**src/hw/rtl/assert_macros.svh**
```systemverilog
// assertion helpers for the rtl, compiled out for synthesis
`ifndef ASSERT_MACROS_SVH
`define ASSERT_MACROS_SVH
`ifndef SYNTHESIS
// same-cycle implication
`define CFD_ASSERT_IMPLY(label, clk, rst, ante, cons) \
   label: assert property (@(posedge clk) disable iff (rst) (ante) |-> (cons)) \
      else $error("same-cycle check failed");
// next-cycle implication
`define CFD_ASSERT_NEXT(label, clk, rst, ante, cons) \
   label: assert property (@(posedge clk) disable iff (rst) (ante) |=> (cons)) \
      else $error("next-cycle check failed");
`else
`define CFD_ASSERT_IMPLY(label, clk, rst, ante, cons)
`define CFD_ASSERT_NEXT(label, clk, rst, ante, cons)
`endif
`endif

```
**src/hw/rtl/cfd_pkg.sv**
```systemverilog
`default_nettype none
package cfd_pkg;

   // frame layout
   localparam logic [15:0] HEADER_BYTES = 16'd32;
   localparam logic [15:0] CRC_FIELD_AT = 16'd28;
   localparam logic [15:0] PAYLOAD_MAX  = 16'd224;
   localparam logic [31:0] CRC_POLY     = 32'hEDB8_8320;
   localparam logic [31:0] CRC_INIT     = 32'hFFFF_FFFF;

   typedef logic [1:0] status_type;

   // verdict status codes
   localparam status_type STATUS_OK     = 2'd0;
   localparam status_type STATUS_SIZE   = 2'd1;
   localparam status_type STATUS_HEADER = 2'd2;
   localparam status_type STATUS_CRC    = 2'd3;

   typedef logic [1:0] csr_index_type;

   // register indexes
   localparam csr_index_type CSR_MAGIC   = 2'd0;
   localparam csr_index_type CSR_VERSION = 2'd1;
   localparam csr_index_type CSR_NOP     = 2'd2;

   // one entry of the result queue
   typedef struct packed {
      logic        is_verdict;
      logic [7:0]  payload_byte;
      status_type  status;
      logic [7:0]  frame_type;
      logic [15:0] payload_length;
      logic [31:0] sequence_number;
      logic [31:0] flag_bits;
      logic [63:0] source_time_us;
      logic        deliver;
      logic [31:0] crc_error_count;
      logic [31:0] bad_frame_count;
      logic [31:0] good_frame_count;
   } rsp_item_type;

   // reflected crc-32, one byte unrolled over eight bit steps
   function automatic logic [31:0] crc_byte(input logic [31:0] crc, input logic [7:0] data);
      logic [31:0] c;
      c = crc ^ {24'd0, data};
      for (int k = 0; k < 8; k++) begin
         c = (c >> 1) ^ (c[0] ? CRC_POLY : 32'd0);
      end
      return c;
   endfunction

endpackage
`default_nettype wire

```
**src/hw/rtl/cfd_channels.sv**
```systemverilog
`default_nettype none
// byte request channel
interface cfd_req_if;
   logic       valid;
   logic       ready;
   logic [7:0] frame_byte;
   logic       end_of_transfer;
   modport source (output valid, output frame_byte, output end_of_transfer, input ready);
   modport sink   (input valid, input frame_byte, input end_of_transfer, output ready);
endinterface

// result channel
interface cfd_rsp_if;
   logic                valid;
   logic                ready;
   logic                is_verdict;
   logic [7:0]          payload_byte;
   cfd_pkg::status_type status;
   logic [7:0]          frame_type;
   logic [15:0]         payload_length;
   logic [31:0]         sequence_number;
   logic [31:0]         flag_bits;
   logic [63:0]         source_time_us;
   logic                deliver;
   logic [31:0]         crc_error_count;
   logic [31:0]         bad_frame_count;
   logic [31:0]         good_frame_count;
   modport source (output valid, output is_verdict, output payload_byte, output status,
                   output frame_type, output payload_length, output sequence_number,
                   output flag_bits, output source_time_us, output deliver,
                   output crc_error_count, output bad_frame_count,
                   output good_frame_count, input ready);
   modport sink   (input valid, input is_verdict, input payload_byte, input status,
                   input frame_type, input payload_length, input sequence_number,
                   input flag_bits, input source_time_us, input deliver,
                   input crc_error_count, input bad_frame_count,
                   input good_frame_count, output ready);
endinterface
`default_nettype wire

```
**src/hw/rtl/crc_checked_frame_decoder_unit.sv**
```systemverilog
// Frame decoder with header check and CRC-32.
// req_chan carries one raw byte per request, end_of_transfer on the last byte.
// rsp_chan returns payload byte items for every byte at offset 32 + k with
// k below the declared payload length, and one verdict item after the last
// byte of a transfer (after that byte's payload item, if it has one).
// csr_* writes magic word, protocol version and keepalive type; write only
// while no request is in flight.
// Results enter the result queue when their request is taken.
// Throughput: one byte per cycle while req_chan is ready; the byte-wide CRC
// update, header capture and verdict all settle in the cycle the byte is taken.
// Results sit in a four-entry queue; req_chan.ready drops once three or more
// entries are taken, so a stalled receiver backs up the sender once three
// results wait and nothing is lost.
// Reset (synchronous, active high) clears the registers, header holds,
// counters, CRC (to all ones) and empties the queue.
`default_nettype none
`include "assert_macros.svh"
module crc_checked_frame_decoder_unit (
   input  wire logic                   clock,
   input  wire logic                   reset,
   cfd_req_if.sink                     req_chan,
   cfd_rsp_if.source                   rsp_chan,
   input  wire logic                   csr_write_enable,
   input  wire cfd_pkg::csr_index_type csr_index,
   input  wire logic [31:0]            csr_write_data
);

   localparam int RSP_SLOTS = 4;
   localparam int PTR_W     = $clog2(RSP_SLOTS);
   localparam int CNT_W     = $clog2(RSP_SLOTS + 1);

   // configuration registers
   logic [31:0] magic_word_ff;
   logic [7:0]  protocol_version_ff;
   logic [7:0]  nop_type_ff;

   // per-frame state
   logic [15:0] byte_position_ff, byte_position_in;
   logic [31:0] running_crc_ff, running_crc_in;
   logic [31:0] magic_hold_ff, magic_hold_in;
   logic [7:0]  version_hold_ff, version_hold_in;
   logic [7:0]  type_hold_ff, type_hold_in;
   logic [15:0] header_length_ff, header_length_in;
   logic [15:0] declared_payload_ff, declared_payload_in;
   logic [31:0] sequence_hold_ff, sequence_hold_in;
   logic [31:0] flags_hold_ff, flags_hold_in;
   logic [63:0] time_hold_ff, time_hold_in;
   logic [31:0] received_crc_ff, received_crc_in;

   // totals
   logic [31:0] crc_fail_total_ff, crc_fail_total_in;
   logic [31:0] bad_total_ff, bad_total_in;
   logic [31:0] good_total_ff, good_total_in;

   // result queue
   cfd_pkg::rsp_item_type queue_mem [RSP_SLOTS];
   logic [PTR_W-1:0]      rd_ptr_ff, rd_ptr_in;
   logic [PTR_W-1:0]      wr_ptr_ff, wr_ptr_in;
   logic [CNT_W-1:0]      count_ff, count_in;

   logic                  req_accept;
   logic                  rsp_pop;
   logic                  in_header;
   logic                  in_crc_field;
   logic                  payload_hit;
   logic                  last_byte;
   logic                  frame_end;
   logic [7:0]            crc_data;
   logic [15:0]           payload_offset;
   logic [16:0]           total_bytes;
   logic [31:0]           tally_sum;
   cfd_pkg::status_type   verdict_status;
   logic [1:0]            push_count;
   cfd_pkg::rsp_item_type payload_item;
   cfd_pkg::rsp_item_type verdict_item;
   cfd_pkg::rsp_item_type first_item;

   // handshakes
   assign req_chan.ready = (count_ff <= CNT_W'(RSP_SLOTS - 2));
   assign req_accept     = req_chan.valid && req_chan.ready;
   assign rsp_pop        = rsp_chan.valid && rsp_chan.ready;
   assign last_byte      = req_chan.end_of_transfer;
   assign frame_end      = req_accept && last_byte;

   // position decode
   assign in_header      = (byte_position_ff < cfd_pkg::HEADER_BYTES);
   assign in_crc_field   = in_header && (byte_position_ff >= cfd_pkg::CRC_FIELD_AT);
   assign payload_offset = byte_position_ff - cfd_pkg::HEADER_BYTES;
   assign payload_hit    = !in_header && (payload_offset < declared_payload_ff);
   assign crc_data       = in_crc_field ? 8'd0 : req_chan.frame_byte;
   assign total_bytes    = {1'b0, byte_position_ff} + 17'd1;

   // header capture and crc update
   always_comb begin
      magic_hold_in       = magic_hold_ff;
      version_hold_in     = version_hold_ff;
      type_hold_in        = type_hold_ff;
      header_length_in    = header_length_ff;
      declared_payload_in = declared_payload_ff;
      sequence_hold_in    = sequence_hold_ff;
      flags_hold_in       = flags_hold_ff;
      time_hold_in        = time_hold_ff;
      received_crc_in     = received_crc_ff;
      running_crc_in      = running_crc_ff;
      if (in_header) begin
         case (byte_position_ff[4:0]) inside
            [5'd0:5'd3]:   magic_hold_in[8*byte_position_ff[1:0] +: 8] = req_chan.frame_byte;
            5'd4:          version_hold_in = req_chan.frame_byte;
            5'd5:          type_hold_in = req_chan.frame_byte;
            [5'd6:5'd7]:   header_length_in[8*byte_position_ff[0] +: 8] = req_chan.frame_byte;
            [5'd8:5'd9]:   declared_payload_in[8*byte_position_ff[0] +: 8] = req_chan.frame_byte;
            [5'd12:5'd15]: sequence_hold_in[8*byte_position_ff[1:0] +: 8] = req_chan.frame_byte;
            [5'd16:5'd19]: flags_hold_in[8*byte_position_ff[1:0] +: 8] = req_chan.frame_byte;
            [5'd20:5'd27]: begin
               // offsets 20..27 land in timestamp bytes 0..7
               time_hold_in[8*{~byte_position_ff[2], byte_position_ff[1:0]} +: 8] =
                  req_chan.frame_byte;
            end
            [5'd28:5'd31]: received_crc_in[8*byte_position_ff[1:0] +: 8] = req_chan.frame_byte;
            default: ;
         endcase
      end
      if (in_header || payload_hit) begin
         running_crc_in = cfd_pkg::crc_byte(running_crc_ff, crc_data);
      end
   end

   // verdict from the state including this byte
   always_comb begin
      if (total_bytes < {1'b0, cfd_pkg::HEADER_BYTES}) begin
         verdict_status = cfd_pkg::STATUS_SIZE;
      end else if (magic_hold_in != magic_word_ff || version_hold_in != protocol_version_ff
                   || header_length_in != cfd_pkg::HEADER_BYTES) begin
         verdict_status = cfd_pkg::STATUS_HEADER;
      end else if (declared_payload_in > cfd_pkg::PAYLOAD_MAX
                   || ({1'b0, cfd_pkg::HEADER_BYTES} + {1'b0, declared_payload_in})
                      > total_bytes) begin
         verdict_status = cfd_pkg::STATUS_SIZE;
      end else if (~running_crc_in != received_crc_in) begin
         verdict_status = cfd_pkg::STATUS_CRC;
      end else begin
         verdict_status = cfd_pkg::STATUS_OK;
      end
   end

   // totals after the verdict
   always_comb begin
      crc_fail_total_in = crc_fail_total_ff;
      bad_total_in      = bad_total_ff;
      good_total_in     = good_total_ff;
      if (frame_end) begin
         case (verdict_status)
            cfd_pkg::STATUS_CRC: crc_fail_total_in = crc_fail_total_ff + 32'd1;
            cfd_pkg::STATUS_OK:  good_total_in = good_total_ff + 32'd1;
            default:             bad_total_in = bad_total_ff + 32'd1;
         endcase
      end
   end

   // result items
   always_comb begin
      payload_item              = '0;
      payload_item.payload_byte = req_chan.frame_byte;

      verdict_item                  = '0;
      verdict_item.is_verdict       = 1'b1;
      verdict_item.status           = verdict_status;
      verdict_item.frame_type       = type_hold_in;
      verdict_item.payload_length   = declared_payload_in;
      verdict_item.sequence_number  = sequence_hold_in;
      verdict_item.flag_bits        = flags_hold_in;
      verdict_item.source_time_us   = time_hold_in;
      verdict_item.deliver          = (verdict_status == cfd_pkg::STATUS_OK)
                                      && (type_hold_in != nop_type_ff);
      verdict_item.crc_error_count  = crc_fail_total_in;
      verdict_item.bad_frame_count  = bad_total_in;
      verdict_item.good_frame_count = good_total_in;

      first_item = payload_hit ? payload_item : verdict_item;
      push_count = req_accept ? ({1'b0, payload_hit} + {1'b0, last_byte}) : 2'd0;
   end

   // next position, saturating
   always_comb begin
      byte_position_in = byte_position_ff;
      if (byte_position_ff != 16'hFFFF) begin
         byte_position_in = byte_position_ff + 16'd1;
      end
   end

   // queue pointers
   always_comb begin
      wr_ptr_in = wr_ptr_ff + PTR_W'(push_count);
      rd_ptr_in = rd_ptr_ff + PTR_W'(rsp_pop);
      count_in  = count_ff + CNT_W'(push_count) - CNT_W'(rsp_pop);
   end

   // configuration writes
   always_ff @(posedge clock) begin
      if (reset) begin
         magic_word_ff       <= '0;
         protocol_version_ff <= '0;
         nop_type_ff         <= '0;
      end else if (csr_write_enable) begin
         unique case (csr_index)
            cfd_pkg::CSR_MAGIC:   magic_word_ff <= csr_write_data;
            cfd_pkg::CSR_VERSION: protocol_version_ff <= csr_write_data[7:0];
            cfd_pkg::CSR_NOP:     nop_type_ff <= csr_write_data[7:0];
            default: ;
         endcase
      end
   end

   // frame state and totals
   always_ff @(posedge clock) begin
      if (reset) begin
         byte_position_ff    <= '0;
         running_crc_ff      <= cfd_pkg::CRC_INIT;
         magic_hold_ff       <= '0;
         version_hold_ff     <= '0;
         type_hold_ff        <= '0;
         header_length_ff    <= '0;
         declared_payload_ff <= '0;
         sequence_hold_ff    <= '0;
         flags_hold_ff       <= '0;
         time_hold_ff        <= '0;
         received_crc_ff     <= '0;
         crc_fail_total_ff   <= '0;
         bad_total_ff        <= '0;
         good_total_ff       <= '0;
      end else if (req_accept) begin
         crc_fail_total_ff <= crc_fail_total_in;
         bad_total_ff      <= bad_total_in;
         good_total_ff     <= good_total_in;
         if (last_byte) begin
            byte_position_ff    <= '0;
            running_crc_ff      <= cfd_pkg::CRC_INIT;
            magic_hold_ff       <= '0;
            version_hold_ff     <= '0;
            type_hold_ff        <= '0;
            header_length_ff    <= '0;
            declared_payload_ff <= '0;
            sequence_hold_ff    <= '0;
            flags_hold_ff       <= '0;
            time_hold_ff        <= '0;
            received_crc_ff     <= '0;
         end else begin
            byte_position_ff    <= byte_position_in;
            running_crc_ff      <= running_crc_in;
            magic_hold_ff       <= magic_hold_in;
            version_hold_ff     <= version_hold_in;
            type_hold_ff        <= type_hold_in;
            header_length_ff    <= header_length_in;
            declared_payload_ff <= declared_payload_in;
            sequence_hold_ff    <= sequence_hold_in;
            flags_hold_ff       <= flags_hold_in;
            time_hold_ff        <= time_hold_in;
            received_crc_ff     <= received_crc_in;
         end
      end
   end

   // queue control
   always_ff @(posedge clock) begin
      if (reset) begin
         rd_ptr_ff <= '0;
         wr_ptr_ff <= '0;
         count_ff  <= '0;
      end else begin
         rd_ptr_ff <= rd_ptr_in;
         wr_ptr_ff <= wr_ptr_in;
         count_ff  <= count_in;
      end
   end

   // queue storage, up to two entries written per request
   always_ff @(posedge clock) begin
      if (push_count != 2'd0) begin
         queue_mem[wr_ptr_ff] <= first_item;
      end
      if (push_count == 2'd2) begin
         queue_mem[wr_ptr_ff + PTR_W'(1)] <= verdict_item;
      end
   end

   // result channel
   assign rsp_chan.valid            = (count_ff != '0);
   assign rsp_chan.is_verdict       = queue_mem[rd_ptr_ff].is_verdict;
   assign rsp_chan.payload_byte     = queue_mem[rd_ptr_ff].payload_byte;
   assign rsp_chan.status           = queue_mem[rd_ptr_ff].status;
   assign rsp_chan.frame_type       = queue_mem[rd_ptr_ff].frame_type;
   assign rsp_chan.payload_length   = queue_mem[rd_ptr_ff].payload_length;
   assign rsp_chan.sequence_number  = queue_mem[rd_ptr_ff].sequence_number;
   assign rsp_chan.flag_bits        = queue_mem[rd_ptr_ff].flag_bits;
   assign rsp_chan.source_time_us   = queue_mem[rd_ptr_ff].source_time_us;
   assign rsp_chan.deliver          = queue_mem[rd_ptr_ff].deliver;
   assign rsp_chan.crc_error_count  = queue_mem[rd_ptr_ff].crc_error_count;
   assign rsp_chan.bad_frame_count  = queue_mem[rd_ptr_ff].bad_frame_count;
   assign rsp_chan.good_frame_count = queue_mem[rd_ptr_ff].good_frame_count;

   // sum of the three totals, grows by one per verdict
   assign tally_sum = crc_fail_total_ff + bad_total_ff + good_total_ff;

   // checks
   `CFD_ASSERT_IMPLY(a_queue_bound, clock, reset, 1'b1, count_ff <= CNT_W'(RSP_SLOTS))
   `CFD_ASSERT_NEXT(a_pos_restart, clock, reset, frame_end, byte_position_ff == 16'd0)
   `CFD_ASSERT_NEXT(a_crc_restart, clock, reset, frame_end, running_crc_ff == cfd_pkg::CRC_INIT)
   `CFD_ASSERT_NEXT(a_one_total, clock, reset, frame_end, tally_sum == $past(tally_sum) + 32'd1)

endmodule
`default_nettype wire

```
**src/flat_wrapper.sv**
```systemverilog
// flat-port wrapper written by rule: the top's interface ports become plain ports
module crc_checked_frame_decoder_unit_flat 
  (clock, reset, csr_write_enable, csr_index, csr_write_data, req_chan_valid, req_chan_frame_byte, req_chan_end_of_transfer, req_chan_ready, rsp_chan_valid, rsp_chan_is_verdict, rsp_chan_payload_byte, rsp_chan_status, rsp_chan_frame_type, rsp_chan_payload_length, rsp_chan_sequence_number, rsp_chan_flag_bits, rsp_chan_source_time_us, rsp_chan_deliver, rsp_chan_crc_error_count, rsp_chan_bad_frame_count, rsp_chan_good_frame_count, rsp_chan_ready);
  cfd_req_if req_chan_i ();
  cfd_rsp_if rsp_chan_i ();
  input  wire logic clock;
  input  wire logic reset;
  input  wire logic csr_write_enable;
  input  wire cfd_pkg::csr_index_type csr_index;
  input  wire logic [31:0] csr_write_data;
  input wire logic [$bits(req_chan_i.valid)-1:0] req_chan_valid;
  input wire logic [$bits(req_chan_i.frame_byte)-1:0] req_chan_frame_byte;
  input wire logic [$bits(req_chan_i.end_of_transfer)-1:0] req_chan_end_of_transfer;
  output wire logic [$bits(req_chan_i.ready)-1:0] req_chan_ready;
  output wire logic [$bits(rsp_chan_i.valid)-1:0] rsp_chan_valid;
  output wire logic [$bits(rsp_chan_i.is_verdict)-1:0] rsp_chan_is_verdict;
  output wire logic [$bits(rsp_chan_i.payload_byte)-1:0] rsp_chan_payload_byte;
  output wire logic [$bits(rsp_chan_i.status)-1:0] rsp_chan_status;
  output wire logic [$bits(rsp_chan_i.frame_type)-1:0] rsp_chan_frame_type;
  output wire logic [$bits(rsp_chan_i.payload_length)-1:0] rsp_chan_payload_length;
  output wire logic [$bits(rsp_chan_i.sequence_number)-1:0] rsp_chan_sequence_number;
  output wire logic [$bits(rsp_chan_i.flag_bits)-1:0] rsp_chan_flag_bits;
  output wire logic [$bits(rsp_chan_i.source_time_us)-1:0] rsp_chan_source_time_us;
  output wire logic [$bits(rsp_chan_i.deliver)-1:0] rsp_chan_deliver;
  output wire logic [$bits(rsp_chan_i.crc_error_count)-1:0] rsp_chan_crc_error_count;
  output wire logic [$bits(rsp_chan_i.bad_frame_count)-1:0] rsp_chan_bad_frame_count;
  output wire logic [$bits(rsp_chan_i.good_frame_count)-1:0] rsp_chan_good_frame_count;
  input wire logic [$bits(rsp_chan_i.ready)-1:0] rsp_chan_ready;
  assign req_chan_i.valid = req_chan_valid;
  assign req_chan_i.frame_byte = req_chan_frame_byte;
  assign req_chan_i.end_of_transfer = req_chan_end_of_transfer;
  assign req_chan_ready = req_chan_i.ready;
  assign rsp_chan_valid = rsp_chan_i.valid;
  assign rsp_chan_is_verdict = rsp_chan_i.is_verdict;
  assign rsp_chan_payload_byte = rsp_chan_i.payload_byte;
  assign rsp_chan_status = rsp_chan_i.status;
  assign rsp_chan_frame_type = rsp_chan_i.frame_type;
  assign rsp_chan_payload_length = rsp_chan_i.payload_length;
  assign rsp_chan_sequence_number = rsp_chan_i.sequence_number;
  assign rsp_chan_flag_bits = rsp_chan_i.flag_bits;
  assign rsp_chan_source_time_us = rsp_chan_i.source_time_us;
  assign rsp_chan_deliver = rsp_chan_i.deliver;
  assign rsp_chan_crc_error_count = rsp_chan_i.crc_error_count;
  assign rsp_chan_bad_frame_count = rsp_chan_i.bad_frame_count;
  assign rsp_chan_good_frame_count = rsp_chan_i.good_frame_count;
  assign rsp_chan_i.ready = rsp_chan_ready;
  crc_checked_frame_decoder_unit u_core (.clock(clock), .reset(reset), .req_chan(req_chan_i), .rsp_chan(rsp_chan_i), .csr_write_enable(csr_write_enable), .csr_index(csr_index), .csr_write_data(csr_write_data));
endmodule
```
**config.mk**
```make
export PLATFORM = sky130hd
export DESIGN_NAME = crc_checked_frame_decoder_unit_flat
export DESIGN_NICKNAME = d
export VERILOG_FILES = /design/src/hw/rtl/cfd_pkg.sv /design/src/hw/rtl/cfd_channels.sv /design/src/hw/rtl/crc_checked_frame_decoder_unit.sv /design/src/flat_wrapper.sv
export VERILOG_INCLUDE_DIRS = /design/src /design/src/hw/rtl
export SDC_FILE = /design/constraint.sdc
export NUM_CORES = 2
export LEC_CHECK = 0
export BUFFER_PORTS_ARGS = -buffer_cell sky130_fd_sc_hd__buf_2
export CAP_MARGIN = 10
export CELL_PAD_IN_SITES_DETAIL_PLACEMENT = 1
export CELL_PAD_IN_SITES_GLOBAL_PLACEMENT = 2
export CORE_MARGIN = 2
export CORE_UTILIZATION = 35
export CTS_BUF_LIST = sky130_fd_sc_hd__clkbuf_8 sky130_fd_sc_hd__clkbuf_16
export CTS_CLUSTER_SIZE = 12
export DETAILED_ROUTE_END_ITERATION = 12
export GPL_TIMING_DRIVEN = 1
export PLACE_DENSITY = 0.83
export SLEW_MARGIN = 0
export SYNTH_ARGS = -nofsm -noshare
export SYNTH_HDL_FRONTEND = slang
export SYNTH_SLANG_ARGS = --single-unit
```
**constraint.sdc**
```tcl
create_clock -name clock -period 9.8 [get_ports clock]
set_input_delay 1.96 -clock clock [delete_from_list [all_inputs] [get_ports clock]]
set_output_delay 1.96 -clock clock [all_outputs]
set_load 0.005 [all_outputs]
```
==> results.json <==
{
  "place_ws_ns": 2.12,
  "hold_slack_ns": 0.460,
  "hold_violations": 0,
  "slew_headroom_pct": 10.2,
  "synthCells": 5701,
  "final_area_um2": 76100,
  "syn_area_per_cell_um2": 11.7,
  "slowest_stage": "a31oi_1",
  "ys_warn_count": 0,
  "placed_cells": 8195,
  "pin_count": 310,
  "num_vias": 46471,
  "dpl_cell_area_um2": 70700,
  "outcome": "completed",
  "netlist.area_leader.share_pct": 45.3,
  "critPathMaxStageDelay_ns": 0.76,
  "synth_top_area_cell": "edfxtp_1",
  "finalSetupViolCount": 0,
  "synth_edf_count": 1004,
  "rows": 160,
  "htreeDepth": 4,
  "initial_utilization_pct": 35.1,
  "drv_cap": 0,
  "max_freq_mhz": 126,
  "tightest_slew_ns": 1.34,
  "area_growth_pct": 14.3,
  "grt_start_max_net_pins": 155,
  "path_cells": "ha_1 -> and3b_1 -> o22ai_1 -> nor4_2 -> buf_4 -> a21oi_1 -> inv_1 -> ha_1 -> nor2b_1 -> nand2_1 -> nor2_1 -> xnor2_1 -> ha_1 -> nand4_1 -> nor2_1 -> a311oi_1 -> o22ai_1 -> nor2_1 -> a31oi_1 -> and4_1 -> nand3_1 -> xor2_1 -> nor2_1",
  "fin_skew_ns": 0.0506,
  "setup_slack_ns": 1.89,
  "finalWirelength_um": 214000,
  "portBuffers": 309,
  "postLayoutCoreUtil_pct": 40.1,
  "numCtsBuffers": 163,
  "syn_area_um2": 66500,
  "fillers": 20229,
  "grt_pass1_vias": 48502,
  "worst-endpoint-arrival_ns": 8.41,
  "die-area_um2": 194000,
  "multi_input_area_um2": 25200,
  "crit_path_end_kind": "flop",
  "fin_cells": 8508,
  "ys_seq_elements": 1479,
  "critPathKind": "reg2reg",
  "drtAntennaViolNets": 0,
  "die_y_um": 440,
  "rsz0062_at_grt": "no",
  "die_x_um": 440,
  "ff_latch_area_um2": 39700,
  "yosysSeqAreaShare_pct": 59.6,
  "post_cts_buffers": 0,
  "path_common_cell": "nor2_1",
  "synth.most_common_cell": "nor2_1",
  "total_power_mw": 16.8,
  "grt_usage_pct": 21.7,
  "via_per_inst": 5.46,
  "synth_nets": 5802,
  "grt-ovfl-total": 0,
  "gp_congestion": 0.881,
  "dp_hpwl_um": 133000,
  "clockBufferDepth": 3,
  "period_share_pct": 80.7,
  "p_per_area_nw_per_um2": 221,
  "hold_path_class": "reg2reg",
  "wl_per_cell_um": 25.1,
  "cts_sinks": 1479,
  "drt_pre_antenna_iters": 5,
  "cts.repair.resized": 0,
  "slew_violations": 0,
  "drt_first_iter_violations": 3496,
  "synthArstFlopShare_pct": 0,
  "finalSetupTns_ns": 0,
  "nNetsFinal": 5951,
  "clk_latency_ns": 0.83,
  "cts-root-buf": "clkbuf_16",
  "synthTopCellsByCount": "nor2_1 (1657), edfxtp_1 (1004), dfxtp_1 (475), clkbuf_1 (317), a21oi_1 (300)",
  "peakVddDrop_mv": 0.170,
  "synth-main-ff-cell": "edfxtp_1",
  "ys_types": 84,
  "cts_hold_buf": 0,
  "cts_tree": "built",
  "synth_area_leaders": "edfxtp_1 (45%), dfxtp_1 (14%), nor2_1 (9.3%)",
  "period_minus_slack_ns": 7.91,
  "drc_errors": 0,
  "drive_above_1_share_pct": 15.7,
  "clk_pin_slew_ns": 0.06,
  "leakage_nw": 24.6,
  "grt_antenna_before_repair": 7,
  "core_um2": 190000,
  "cp-start-kind": "flop",
  "cp_max_fo": 17,
  "crit_required_ns": 10.31,
  "grt_pass1_wl_um": 316000
}
==> flip-flops by register name, indices dropped and copies added, names as in the netlist <==
name / count
u_core.wr_ptr_ff: 2
u_core.queue_mem: 1040
u_core.protocol_version_ff: 8
u_core.flags_hold_ff: 32
u_core.version_hold_ff: 8
u_core.rd_ptr_ff: 2
u_core.header_length_ff: 16
u_core.byte_position_ff: 16
u_core.type_hold_ff: 8
u_core.bad_total_ff: 32
u_core.good_total_ff: 32
u_core.received_crc_ff: 32
u_core.sequence_hold_ff: 32
u_core.crc_fail_total_ff: 32
u_core.time_hold_ff: 64
u_core.nop_type_ff: 8
u_core.count_ff: 3
u_core.magic_word_ff: 32
u_core.running_crc_ff: 32
u_core.magic_hold_ff: 32
u_core.declared_payload_ff: 16
==> logic make-up after synthesis <==
family          Yosys count  synth area share [%]
flops                  1479                  59.6
fa+ha+maj                53                  1.01
mux                     390                  10.8
buf+inv                 474                  2.75
compound gates          669                  6.38
xor+xnor                296                  4.27
simple gates           2340                  15.2
==> worst max-delay path, delay by kind of cell, from the launching register on <==
family | cells | cell delay, ns
DFF | 1 | 0.63
adders and majority gates | 3 | 1.24
buffers and inverters | 2 | 0.36
and+or+nand+nor | 11 | 2.31
xor gates and xnor gates | 2 | 0.56
AOI/OAI and AO/OA | 5 | 2.43
==> cells in the final DEF, fill, tap and decap left out, types with 39 or more instances in the layout <==
cell	netlist	final
a21oi_1	300	300
a22oi_1	99	99
buf_2	16	308
buf_4	0	58
clkbuf_16	0	168
dfxtp_1	475	473
edfxtp_1	1004	1004
ha_1	52	52
inv_1	67	128
mux2i_1	126	126
mux4_2	260	260
nand2_1	223	218
nand3_1	86	85
nor2_1	1657	1655
nor3_1	73	72
nor4_1	43	39
o21ai_0	54	53
xnor2_1	154	154
xor2_1	124	124
==> power by group <==
group / total, mW / switching, mW / internal, mW / leakage, nW
Combinational: 3.67 / 2.14 / 1.52 / 9.33
Sequential: 7.03 / 0.172 / 6.86 / 12.5
Clock: 6.12 / 2.63 / 3.49 / 2.85
==> layer usage <==
layer	wire length [um]	vias to the layer above	global-route usage (%)
li1	-	20740	-
met1	89400	24139	27.8
met2	107000	1257	37.6
met3	10500	331	3.23
met4	6830	4	7.20
met5	27	-	0
==> worst paths after layout <==
check                           slack, ns                        from  cells past startpoint                       end
worst max-delay path                 1.89  u_core.byte_position_ff[0]                     23   u_core.queue_mem[1][55]
worst min-delay path                 0.46    u_core.queue_mem[3][259]                      2  u_core.queue_mem[3][259]
worst max register to register       1.89  u_core.byte_position_ff[0]                     23   u_core.queue_mem[1][55]
worst min register to register       0.46    u_core.queue_mem[3][259]                      2  u_core.queue_mem[3][259]
==> cell type report <==
| type | count | share of cell area, % |
|---|---|---|
| Inverter | 69 | 0.380 |
| Clock inverter | 126 | 1.27 |
| Timing Repair Buffer | 389 | 3.19 |
| Tap cell | 2511 | 4.13 |
| Clock buffer | 182 | 5.78 |
| Antenna cell | 4 | 0.0132 |
| Multi-Input combinational cell | 3748 | 33.1 |
| Sequential cell | 1479 | 52.2 |
Note: power is estimated with default switching activity, not from simulation.
